[config.mk]
export PLATFORM = sky130hd
export DESIGN_NAME = coefficient_compress_pack_unit
export DESIGN_NICKNAME = d
export VERILOG_FILES = /design/src/rtl/ccp_pkg.sv /design/src/rtl/ccp_front.sv /design/src/rtl/ccp_queue.sv /design/src/rtl/ccp_back.sv /design/src/rtl/coefficient_compress_pack_unit.sv
export SDC_FILE = /design/constraint.sdc
export NUM_CORES = 1
export LEC_CHECK = 0
export ABC_AREA = 0
export BUFFER_PORTS_ARGS = -buffer_cell sky130_fd_sc_hd__buf_2
export CORE_ASPECT_RATIO = 0.9
export CORE_MARGIN = 5
export CORE_UTILIZATION = 29
export CTS_BUF_LIST = sky130_fd_sc_hd__clkbuf_8
export DETAILED_ROUTE_END_ITERATION = 16
export PLACE_DENSITY = 0.48
export SYNTH_ARGS = -nofsm -noshare
export SYNTH_HDL_FRONTEND = slang
export SYNTH_SLANG_ARGS = --single-unit
[constraint.sdc]
create_clock -name i_clk -period 6.1 [get_ports i_clk]
set_clock_uncertainty 0.1 [all_clocks]
set_input_delay 0.915 -clock i_clk [delete_from_list [all_inputs] [get_ports i_clk]]
set_output_delay 0.915 -clock i_clk [all_outputs]
set_load 0.02 [all_outputs]
[src/rtl/ccp_pkg.sv]
// Shared types and constants for the coefficient compress and pack block.
`timescale 1ns / 1ps
package ccp_pkg;

    localparam int VAL_W  = 9;
    localparam int BITS_W = 4;
    localparam int BYTE_W = 8;
    localparam int ACC_W  = 16;
    localparam int CNT_W  = 5;
    localparam int SH_W   = 3;

    localparam logic [BITS_W-1:0] D_MIN   = 4'd5;
    localparam logic [BITS_W-1:0] D_MAX   = 4'd9;
    localparam logic [BITS_W-1:0] D_RESET = 4'd8;
    localparam logic [VAL_W-1:0]  VAL_MASK = 9'h1ff;
    localparam logic [CNT_W-1:0]  CNT_BYTE = 5'd8;

    localparam logic REG_COEFF_BITS = 1'b0;

    typedef struct packed {
        logic signed [12:0] coefficient;
        logic               last_coefficient;
    } t_in_word;

    typedef struct packed {
        logic [7:0] packed_byte;
        logic       last_byte;
    } t_out_word;

    typedef struct packed {
        logic [VAL_W-1:0]  value;
        logic [BITS_W-1:0] bits;
        logic              last;
    } t_q_entry;

endpackage

[src/rtl/ccp_front.sv]
// Front end: accept coefficients and compress them through a two-stage pipeline.
`timescale 1ns / 1ps
module ccp_front #(
    parameter int MODULUS = 3329,
    parameter int DEPTH   = 4
) (
    input  logic                      i_clk,
    input  logic                      i_rst_n,
    input  logic                      i_in_valid,
    output logic                      o_in_ready,
    input  ccp_pkg::t_in_word         i_in_word,
    input  logic [ccp_pkg::BITS_W-1:0] i_coeff_bits,
    input  logic [$clog2(DEPTH+1)-1:0] i_q_level,
    output logic                      o_push,
    output ccp_pkg::t_q_entry         o_push_entry
);
    import ccp_pkg::*;

    localparam int QW    = $clog2(MODULUS + 1);
    localparam int UW    = (QW > 12) ? QW : 12;
    localparam int SW    = UW + 2;
    localparam int XW    = UW + VAL_W + 1;
    localparam int K     = XW;
    localparam int LW    = $clog2(DEPTH + 1);
    localparam logic [K-1:0]  RECIP = K'((64'd1 << K) / MODULUS);
    localparam logic [XW-1:0] HALF_Q = XW'(MODULUS / 2);
    localparam logic [XW-1:0] Q_X    = XW'(MODULUS);

    logic                r_s1_valid;
    logic [XW-1:0]       r_s1_x;
    logic [BITS_W-1:0]   r_s1_d;
    logic                r_s1_last;
    logic                r_s2_valid;
    logic [XW+K-1:0]     r_s2_prod;
    logic [XW-1:0]       r_s2_x;
    logic [BITS_W-1:0]   r_s2_d;
    logic                r_s2_last;

    logic                accept;
    logic [LW:0]         busy;
    logic signed [SW-1:0] c_ext;
    logic signed [SW-1:0] c_sum;
    logic [UW-1:0]       u;
    logic [BITS_W-1:0]   d_eff;
    logic [XW-1:0]       x;
    logic [XW-1:0]       q_est;
    logic [XW-1:0]       rem;
    logic [XW-1:0]       t;

    assign busy = (LW+1)'(i_q_level) + (LW+1)'(r_s1_valid) + (LW+1)'(r_s2_valid);
    assign o_in_ready = busy < (LW+1)'(DEPTH);
    assign accept = i_in_valid && o_in_ready;

    always_comb begin
        c_ext = SW'(i_in_word.coefficient);
        c_sum = c_ext + SW'(MODULUS);
        if (c_ext >= 0) begin
            u = c_ext[UW-1:0];
        end else if (c_sum < 0) begin
            u = '0;
        end else begin
            u = c_sum[UW-1:0];
        end
        if (i_coeff_bits < D_MIN) begin
            d_eff = D_MIN;
        end else if (i_coeff_bits > D_MAX) begin
            d_eff = D_MAX;
        end else begin
            d_eff = i_coeff_bits;
        end
        x = (XW'(u) << d_eff) + HALF_Q;
    end

    always_comb begin
        q_est = r_s2_prod[XW+K-1:K];
        rem   = r_s2_x - XW'(q_est * Q_X);
        t     = (rem >= Q_X) ? q_est + 1'b1 : q_est;
        o_push = r_s2_valid;
        o_push_entry.value = t[VAL_W-1:0] & (VAL_MASK >> (D_MAX - r_s2_d));
        o_push_entry.bits  = r_s2_d;
        o_push_entry.last  = r_s2_last;
    end

    always_ff @(posedge i_clk) begin
        if (!i_rst_n) begin
            r_s1_valid <= 1'b0;
            r_s2_valid <= 1'b0;
        end else begin
            r_s1_valid <= accept;
            r_s2_valid <= r_s1_valid;
        end
        r_s1_x    <= x;
        r_s1_d    <= d_eff;
        r_s1_last <= i_in_word.last_coefficient;
        r_s2_prod <= (XW+K)'(r_s1_x) * (XW+K)'(RECIP);
        r_s2_x    <= r_s1_x;
        r_s2_d    <= r_s1_d;
        r_s2_last <= r_s1_last;
    end

    assert property (@(posedge i_clk) disable iff (!i_rst_n)
        r_s2_valid |-> (r_s2_x - XW'(r_s2_prod[XW+K-1:K] * Q_X)) < (Q_X << 1))
        else $error("quotient estimate off by more than one");
    assert property (@(posedge i_clk) disable iff (!i_rst_n)
        r_s1_valid |-> (r_s1_d >= D_MIN) && (r_s1_d <= D_MAX))
        else $error("bit count escaped clamp");
    assert property (@(posedge i_clk) disable iff (!i_rst_n)
        accept |-> busy < (LW+1)'(DEPTH))
        else $error("accepted without queue room");

endmodule

[src/rtl/ccp_queue.sv]
// Small queue between the compress front end and the packer.
`timescale 1ns / 1ps
module ccp_queue #(
    parameter int DEPTH = 4
) (
    input  logic                       i_clk,
    input  logic                       i_rst_n,
    input  logic                       i_push,
    input  ccp_pkg::t_q_entry          i_push_entry,
    input  logic                       i_pop,
    output logic                       o_q_valid,
    output ccp_pkg::t_q_entry          o_q_entry,
    output logic [$clog2(DEPTH+1)-1:0] o_q_level
);
    import ccp_pkg::*;

    localparam int AW = (DEPTH > 1) ? $clog2(DEPTH) : 1;
    localparam int LW = $clog2(DEPTH + 1);

    t_q_entry        r_mem [DEPTH];
    logic [AW-1:0]   r_wr_ptr;
    logic [AW-1:0]   r_rd_ptr;
    logic [LW-1:0]   r_level;
    logic [AW-1:0]   n_wr_ptr;
    logic [AW-1:0]   n_rd_ptr;

    assign n_wr_ptr  = (r_wr_ptr == AW'(DEPTH - 1)) ? '0 : r_wr_ptr + 1'b1;
    assign n_rd_ptr  = (r_rd_ptr == AW'(DEPTH - 1)) ? '0 : r_rd_ptr + 1'b1;
    assign o_q_valid = r_level != '0;
    assign o_q_entry = r_mem[r_rd_ptr];
    assign o_q_level = r_level;

    always_ff @(posedge i_clk) begin
        if (!i_rst_n) begin
            r_wr_ptr <= '0;
            r_rd_ptr <= '0;
            r_level  <= '0;
        end else begin
            if (i_push) begin
                r_wr_ptr <= n_wr_ptr;
            end
            if (i_pop) begin
                r_rd_ptr <= n_rd_ptr;
            end
            if (i_push && !i_pop) begin
                r_level <= r_level + 1'b1;
            end else if (i_pop && !i_push) begin
                r_level <= r_level - 1'b1;
            end
        end
        if (i_push) begin
            r_mem[r_wr_ptr] <= i_push_entry;
        end
    end

    assert property (@(posedge i_clk) disable iff (!i_rst_n)
        i_push |-> (r_level != LW'(DEPTH)) || i_pop)
        else $error("push into full queue");
    assert property (@(posedge i_clk) disable iff (!i_rst_n)
        i_pop |-> r_level != '0)
        else $error("pop from empty queue");
    assert property (@(posedge i_clk) disable iff (!i_rst_n)
        (r_level == '0) |-> (r_wr_ptr == r_rd_ptr))
        else $error("pointers disagree with level");

endmodule

[src/rtl/ccp_back.sv]
// Back end: pack compressed values into bytes and drive the output register.
`timescale 1ns / 1ps
module ccp_back (
    input  logic                i_clk,
    input  logic                i_rst_n,
    input  logic                i_q_valid,
    input  ccp_pkg::t_q_entry   i_q_entry,
    output logic                o_pop,
    output logic                o_out_valid,
    input  logic                i_out_ready,
    output ccp_pkg::t_out_word  o_out_word
);
    import ccp_pkg::*;

    logic [ACC_W-1:0] r_acc;
    logic [CNT_W-1:0] r_cnt;
    logic             r_last;
    logic             r_out_valid;
    t_out_word        r_out_word;

    logic [ACC_W-1:0] n_acc;
    logic [CNT_W-1:0] n_cnt;
    logic             n_last;
    logic [ACC_W-1:0] acc1;
    logic [CNT_W-1:0] cnt1;
    logic             due;
    logic             due1;
    logic             emit;

    always_comb begin
        due  = (r_cnt >= CNT_BYTE) || (r_last && (r_cnt != '0));
        emit = due && (!r_out_valid || i_out_ready);
        if (emit) begin
            acc1 = r_acc >> BYTE_W;
            cnt1 = (r_cnt >= CNT_BYTE) ? r_cnt - CNT_BYTE : '0;
        end else begin
            acc1 = r_acc;
            cnt1 = r_cnt;
        end
        due1  = (cnt1 >= CNT_BYTE) || (r_last && (cnt1 != '0));
        o_pop = !due1 && i_q_valid;
        if (o_pop) begin
            n_acc  = acc1 | (ACC_W'(i_q_entry.value) << cnt1[SH_W-1:0]);
            n_cnt  = cnt1 + CNT_W'(i_q_entry.bits);
            n_last = i_q_entry.last;
        end else begin
            n_acc  = acc1;
            n_cnt  = cnt1;
            n_last = r_last;
        end
    end

    always_ff @(posedge i_clk) begin
        if (!i_rst_n) begin
            r_acc       <= '0;
            r_cnt       <= '0;
            r_last      <= 1'b0;
            r_out_valid <= 1'b0;
        end else begin
            r_acc  <= n_acc;
            r_cnt  <= n_cnt;
            r_last <= n_last;
            if (emit) begin
                r_out_valid <= 1'b1;
            end else if (i_out_ready) begin
                r_out_valid <= 1'b0;
            end
        end
        if (emit) begin
            r_out_word.packed_byte <= r_acc[BYTE_W-1:0];
            r_out_word.last_byte   <= r_last && (r_cnt <= CNT_BYTE);
        end
    end

    assign o_out_valid = r_out_valid;
    assign o_out_word  = r_out_word;

    assert property (@(posedge i_clk) disable iff (!i_rst_n)
        r_cnt <= CNT_W'(ACC_W))
        else $error("bit count overflow");
    assert property (@(posedge i_clk) disable iff (!i_rst_n)
        (emit && r_last && (r_cnt <= CNT_BYTE) && !o_pop) |=> (r_cnt == '0))
        else $error("buffer not empty after final byte");
    assert property (@(posedge i_clk) disable iff (!i_rst_n)
        o_pop |=> (r_cnt >= CNT_W'(D_MIN)))
        else $error("value lost on pop");

endmodule

[src/rtl/coefficient_compress_pack_unit.sv]
// Top level: coefficient compress and byte pack unit with APB register port.
`timescale 1ns / 1ps
//  Channel  Direction  Handshake                   Word
//  in       input      i_in_valid / o_in_ready     t_in_word (coefficient, last flag)
//  out      output     o_out_valid / i_out_ready   t_out_word (byte, last flag)
//  cfg      input      psel/penable/pwrite/pready  coeff_bits at byte address 0
//  An accepted coefficient passes the front-end pipeline registers, the queue and the
//  bit buffer on its way to the output register. One coefficient enters per cycle
//  while o_in_ready is high; the one-byte-per-cycle output port sets the sustained rate.
//  Reset is synchronous: it empties queue and bit buffer and sets coeff_bits to 8.
//  A stall on the output fills the queue; ready falls when queue plus pipeline are full.
module coefficient_compress_pack_unit #(
    parameter int MODULUS     = 3329,
    parameter int QUEUE_DEPTH = 4
) (
    input  logic               i_clk,
    input  logic               i_rst_n,
    input  logic               i_in_valid,
    output logic               o_in_ready,
    input  ccp_pkg::t_in_word  i_in_word,
    output logic               o_out_valid,
    input  logic               i_out_ready,
    output ccp_pkg::t_out_word o_out_word,
    input  logic               psel,
    input  logic               penable,
    input  logic               pwrite,
    input  logic [2:0]         paddr,
    input  logic [31:0]        pwdata,
    output logic [31:0]        prdata,
    output logic               pready
);
    import ccp_pkg::*;

    localparam int LW = $clog2(QUEUE_DEPTH + 1);

    logic [BITS_W-1:0] r_coeff_bits;
    logic              push;
    t_q_entry          push_entry;
    logic              pop;
    logic              q_valid;
    t_q_entry          q_entry;
    logic [LW-1:0]     q_level;

    assign pready = 1'b1;
    assign prdata = (paddr[2] == REG_COEFF_BITS) ? 32'(r_coeff_bits) : '0;

    always_ff @(posedge i_clk) begin
        if (!i_rst_n) begin
            r_coeff_bits <= D_RESET;
        end else if (psel && penable && pwrite && pready && (paddr[2] == REG_COEFF_BITS)) begin
            r_coeff_bits <= pwdata[BITS_W-1:0];
        end
    end

    ccp_front #(
        .MODULUS (MODULUS),
        .DEPTH   (QUEUE_DEPTH)
    ) u_front (
        .i_clk        (i_clk),
        .i_rst_n      (i_rst_n),
        .i_in_valid   (i_in_valid),
        .o_in_ready   (o_in_ready),
        .i_in_word    (i_in_word),
        .i_coeff_bits (r_coeff_bits),
        .i_q_level    (q_level),
        .o_push       (push),
        .o_push_entry (push_entry)
    );

    ccp_queue #(
        .DEPTH (QUEUE_DEPTH)
    ) u_queue (
        .i_clk        (i_clk),
        .i_rst_n      (i_rst_n),
        .i_push       (push),
        .i_push_entry (push_entry),
        .i_pop        (pop),
        .o_q_valid    (q_valid),
        .o_q_entry    (q_entry),
        .o_q_level    (q_level)
    );

    ccp_back u_back (
        .i_clk       (i_clk),
        .i_rst_n     (i_rst_n),
        .i_q_valid   (q_valid),
        .i_q_entry   (q_entry),
        .o_pop       (pop),
        .o_out_valid (o_out_valid),
        .i_out_ready (i_out_ready),
        .o_out_word  (o_out_word)
    );

endmodule
==> impl_results.md <==
* Status: completed
* CP Launch Type: flip-flop
* Seq/Total Area, Yosys at 0.286
* # fillers at a little under 5000
* Post-Synthesis Cells at between 1000 and 1500
* Vias per cell at around 4.5
* Seq cells post-synth at 168
* Crit path kind: reg2reg
* Reg2reg start: u_front.r_s1_x[8]$_DFF_P_
* Routed Antenna Nets at 0
* Top Layer Used: met4
* Ant diodes at 0
* R2r setup slk at ~0.35 ns
* Tcrit/Tclk final at 0.942
* Main flop type after synthesis: dfxtp_1
* HP Start: u_front.r_s1_d[3]$_DFF_P_
* Clock Path Buffers at 2
* Clock slew at reported path FFs at between 0.1 and 0.15 ns
* DIE WIDTH at about 240 um
* DR vias at between 9000 and 10000
* Clock Sinks at roughly 170
* Relative slew margins at 0.459
* Vias in the first global route at 9555
* Share of cells above drive strength 1 at 0.102
* Metal2 WL at 13400 um
* WL final at roughly 29000 um
* Data required, critical path at roughly 6.4 ns
* WL met1 at around 14000 um
* Final setup fails at 0
* Setup TNS at 0 ns
* Final worst path period need at between 5 and 6 ns
* RSZ-0062 raised after global routing: no
* Post-layout nets at roughly 1800
* Initial antenna violation count at 0
* Routability Congestion at about 0.82
* Maximum clock rate at between 150 and 200 MHz
* Synth cell types at 82
* Fin. max-slew vios at 0
* Final Worst Setup Slack at approximately 0.35 ns
* Largest net degree at the start of global routing at 29
* Row Count at 76
* CTS tree: yes
* H-Tree Depth at 4
* Initial Util at 0.293
* Hold depth at 0
* DP Wirelength at between 20000 and 25000 um
* Starting DRT DRC Count at about 360
* Top-Level Pins at 100
* Syn_area_per_cell at roughly 10 um^2
* Worst hold endpoint: u_front.r_s2_d[3]$_DFF_P_
* CP arrival at around 6.0 ns
* Die area at about 53000 um^2
* Syn-to-layout area delta at 9.92%
* Port buffer count at 40
* Die Y at between 200 and 250 um
* TritonRoute pass-1 iters at 4
* Synthesized area at 14100 um^2
* Worst slew pin tran at 0.812 ns
* MaxCap Viol Count at 0
* Root Buffer: clkbuf_8
* Reg-to-reg critical path endpoint: u_front.r_s2_prod[32]$_DFF_P_
* Layout Cells excl Fill at around 2000
* CP endpoint kind: flip-flop
* Crit Path Max Fanout at 6
* GR Util All Layers at 0.113
* Synth async-reset ratio at 0
* Number of buffers created by CTS at 17
* Count of final hold-check violations at 0
* Wirelength per Cell at 14.0 um
* First-pass GRT wire length at a little under 50000 um
* Placed Instances at around 2000
* Synth warn at 0
* Met3 WL at between 600 and 700 um
* Number of flops mapped to enable cells by yosys at between 60 and 70
* Clk_lat worst skew at around 0.49 ns
* Post-route DRC at 0
* Floorplan core area at between 40000 and 50000 um^2
* Hold crit path type: reg2reg
* Pre-CTS setup slack at 0.330 ns
* Reg2reg path depth at 18
* Grt total ovfl at 0
==> stage by stage <==
stage / hold slack (ns) / instance area, um^2 / utilization
6_report: 0.222 / 15500 / 0.322
5_1_grt: 0.232 / 15500 / 0.322
4_1_cts: 0.229 / 15400 / 0.322
3_5_place_dp: 0.212 / 15000 / 0.314
3_3_place_gp: 0.213 / 15000 / 0.314
2_1_floorplan: 0.210 / 14200 / -
==> worst max-delay path by stage <==
stage	startpoint	to	slack (ns)	depth (start not counted)
finish	u_front.r_s1_x[8]$_DFF_P_	u_front.r_s2_prod[32]$_DFF_P_	0.35	18
global placement	u_front.r_s2_prod[25]$_DFF_P_	u_queue.r_mem[0][9]$_DFFE_PP_	0.31	21
floorplan	u_front.r_s2_prod[25]$_DFF_P_	u_queue.r_mem[0][9]$_DFFE_PP_	0.56	22
detailed placement	u_front.r_s2_prod[28]$_DFF_P_	u_queue.r_mem[1][9]$_DFFE_PP_	0.33	20
CTS	u_front.r_s2_prod[28]$_DFF_P_	u_queue.r_mem[1][9]$_DFFE_PP_	0.29	20
global route	u_front.r_s2_prod[25]$_DFF_P_	u_queue.r_mem[1][9]$_DFFE_PP_	0.01	21
==> worst max-delay path, cell delays in order (launching register included) <==
cell	delay, ns
dfxtp_1	0.63
fa_1	0.50
ha_1	0.28
inv_1	0.05
fa_1	0.53
inv_1	0.06
fa_1	0.51
fa_1	0.43
ha_1	0.22
a21o_1	0.18
a21o_1	0.17
a21o_1	0.17
a311o_1	0.37
a21oi_1	0.43
a211oi_1	0.19
o31ai_1	0.34
a21oi_1	0.13
or2_1	0.23
xor2_1	0.14
==> routing by layer <==
layer  track usage  vias up
li1              -     4736
met1         0.158     4514
met2         0.182       63
met3        0.0218       18
met4        0.0251        0
met5             0        -
==> state kept, by name (all words and copies together) (netlist names), 2 cells and up, named ones only <==
register	count
u_front.r_s1_d	4
u_queue.r_mem	56
u_queue.r_wr_ptr	2
r_coeff_bits	4
u_front.r_s2_prod	11
u_queue.o_q_level	3
u_front.r_s2_d	4
u_front.r_s1_x	22
u_back.r_acc	16
u_front.r_s2_x	22
u_back.o_out_word	9
u_back.r_cnt	5
u_queue.r_rd_ptr	2
==> placed cells by master, fill, tap and decap left out, types with 14 or more instances in the layout <==
master      n
edfxtp_1   65
ha_1      200
o21ai_0    31
nand3_1    19
nor3_1     18
a21oi_1    46
o21a_1     14
buf_4      29
fa_1      116
and2_1     15
a21o_1     19
inv_1     185
xor2_1     15
mux2i_1    24
nor2b_1    19
xnor2_1    32
nand2_1    88
buf_2      40
nor2_1     58
a211oi_1   15
dfxtp_1   102
conb_1     34
mux4_2     14
clkbuf_8   17
==> Yosys cell counts (18+ instances only) <==
master,number,area share
a21o_1,19,0.010
a21oi_1,46,0.016
buf_4,31,0.017
clkbuf_1,24,0.0064
dfxtp_1,103,0.15
edfxtp_1,65,0.14
fa_1,116,0.17
ha_1,200,0.18
inv_1,184,0.049
mux2i_1,24,0.017
nand2_1,88,0.023
nand3_1,19,0.0068
nor2_1,58,0.015
nor2b_1,19,0.0085
nor3_1,18,0.0064
o21ai_0,31,0.011
xnor2_1,32,0.020
==> timing repair <==
item	CTS	global route
setup endpoints to repair	0	12
hold buffers	0	0
buffers inserted	0	0
resized for setup	0	2
==> final cells by class <==
class,count,area [um^2],share of cell area
Multi-Input combinational cell,967,9110,0.589
Sequential cell,168,4020,0.260
Tap cell,624,781,0.0505
Inverter,191,717,0.0464
Timing Repair Buffer,69,418,0.0270
Clock buffer,17,234,0.0151
Clock inverter,15,180,0.0117
==> cells by family (layout without fill, tap and decap cells) <==
logic type	Yosys count	in the layout	synth area share
flip-flops	168	168	0.286
other	2	34	0.000534
buffers and inverters	251	292	0.0757
AO/OA/AOI/OAI	231	231	0.113
AND/OR/NAND/NOR	294	294	0.107
multiplexers	45	45	0.0451
adder cells (fa/ha/maj)	316	316	0.343
XOR/XNOR	47	47	0.0293
Power is not shown: default switching activity piles up to over one toggle a cycle in this logic, so the estimate is an artifact.
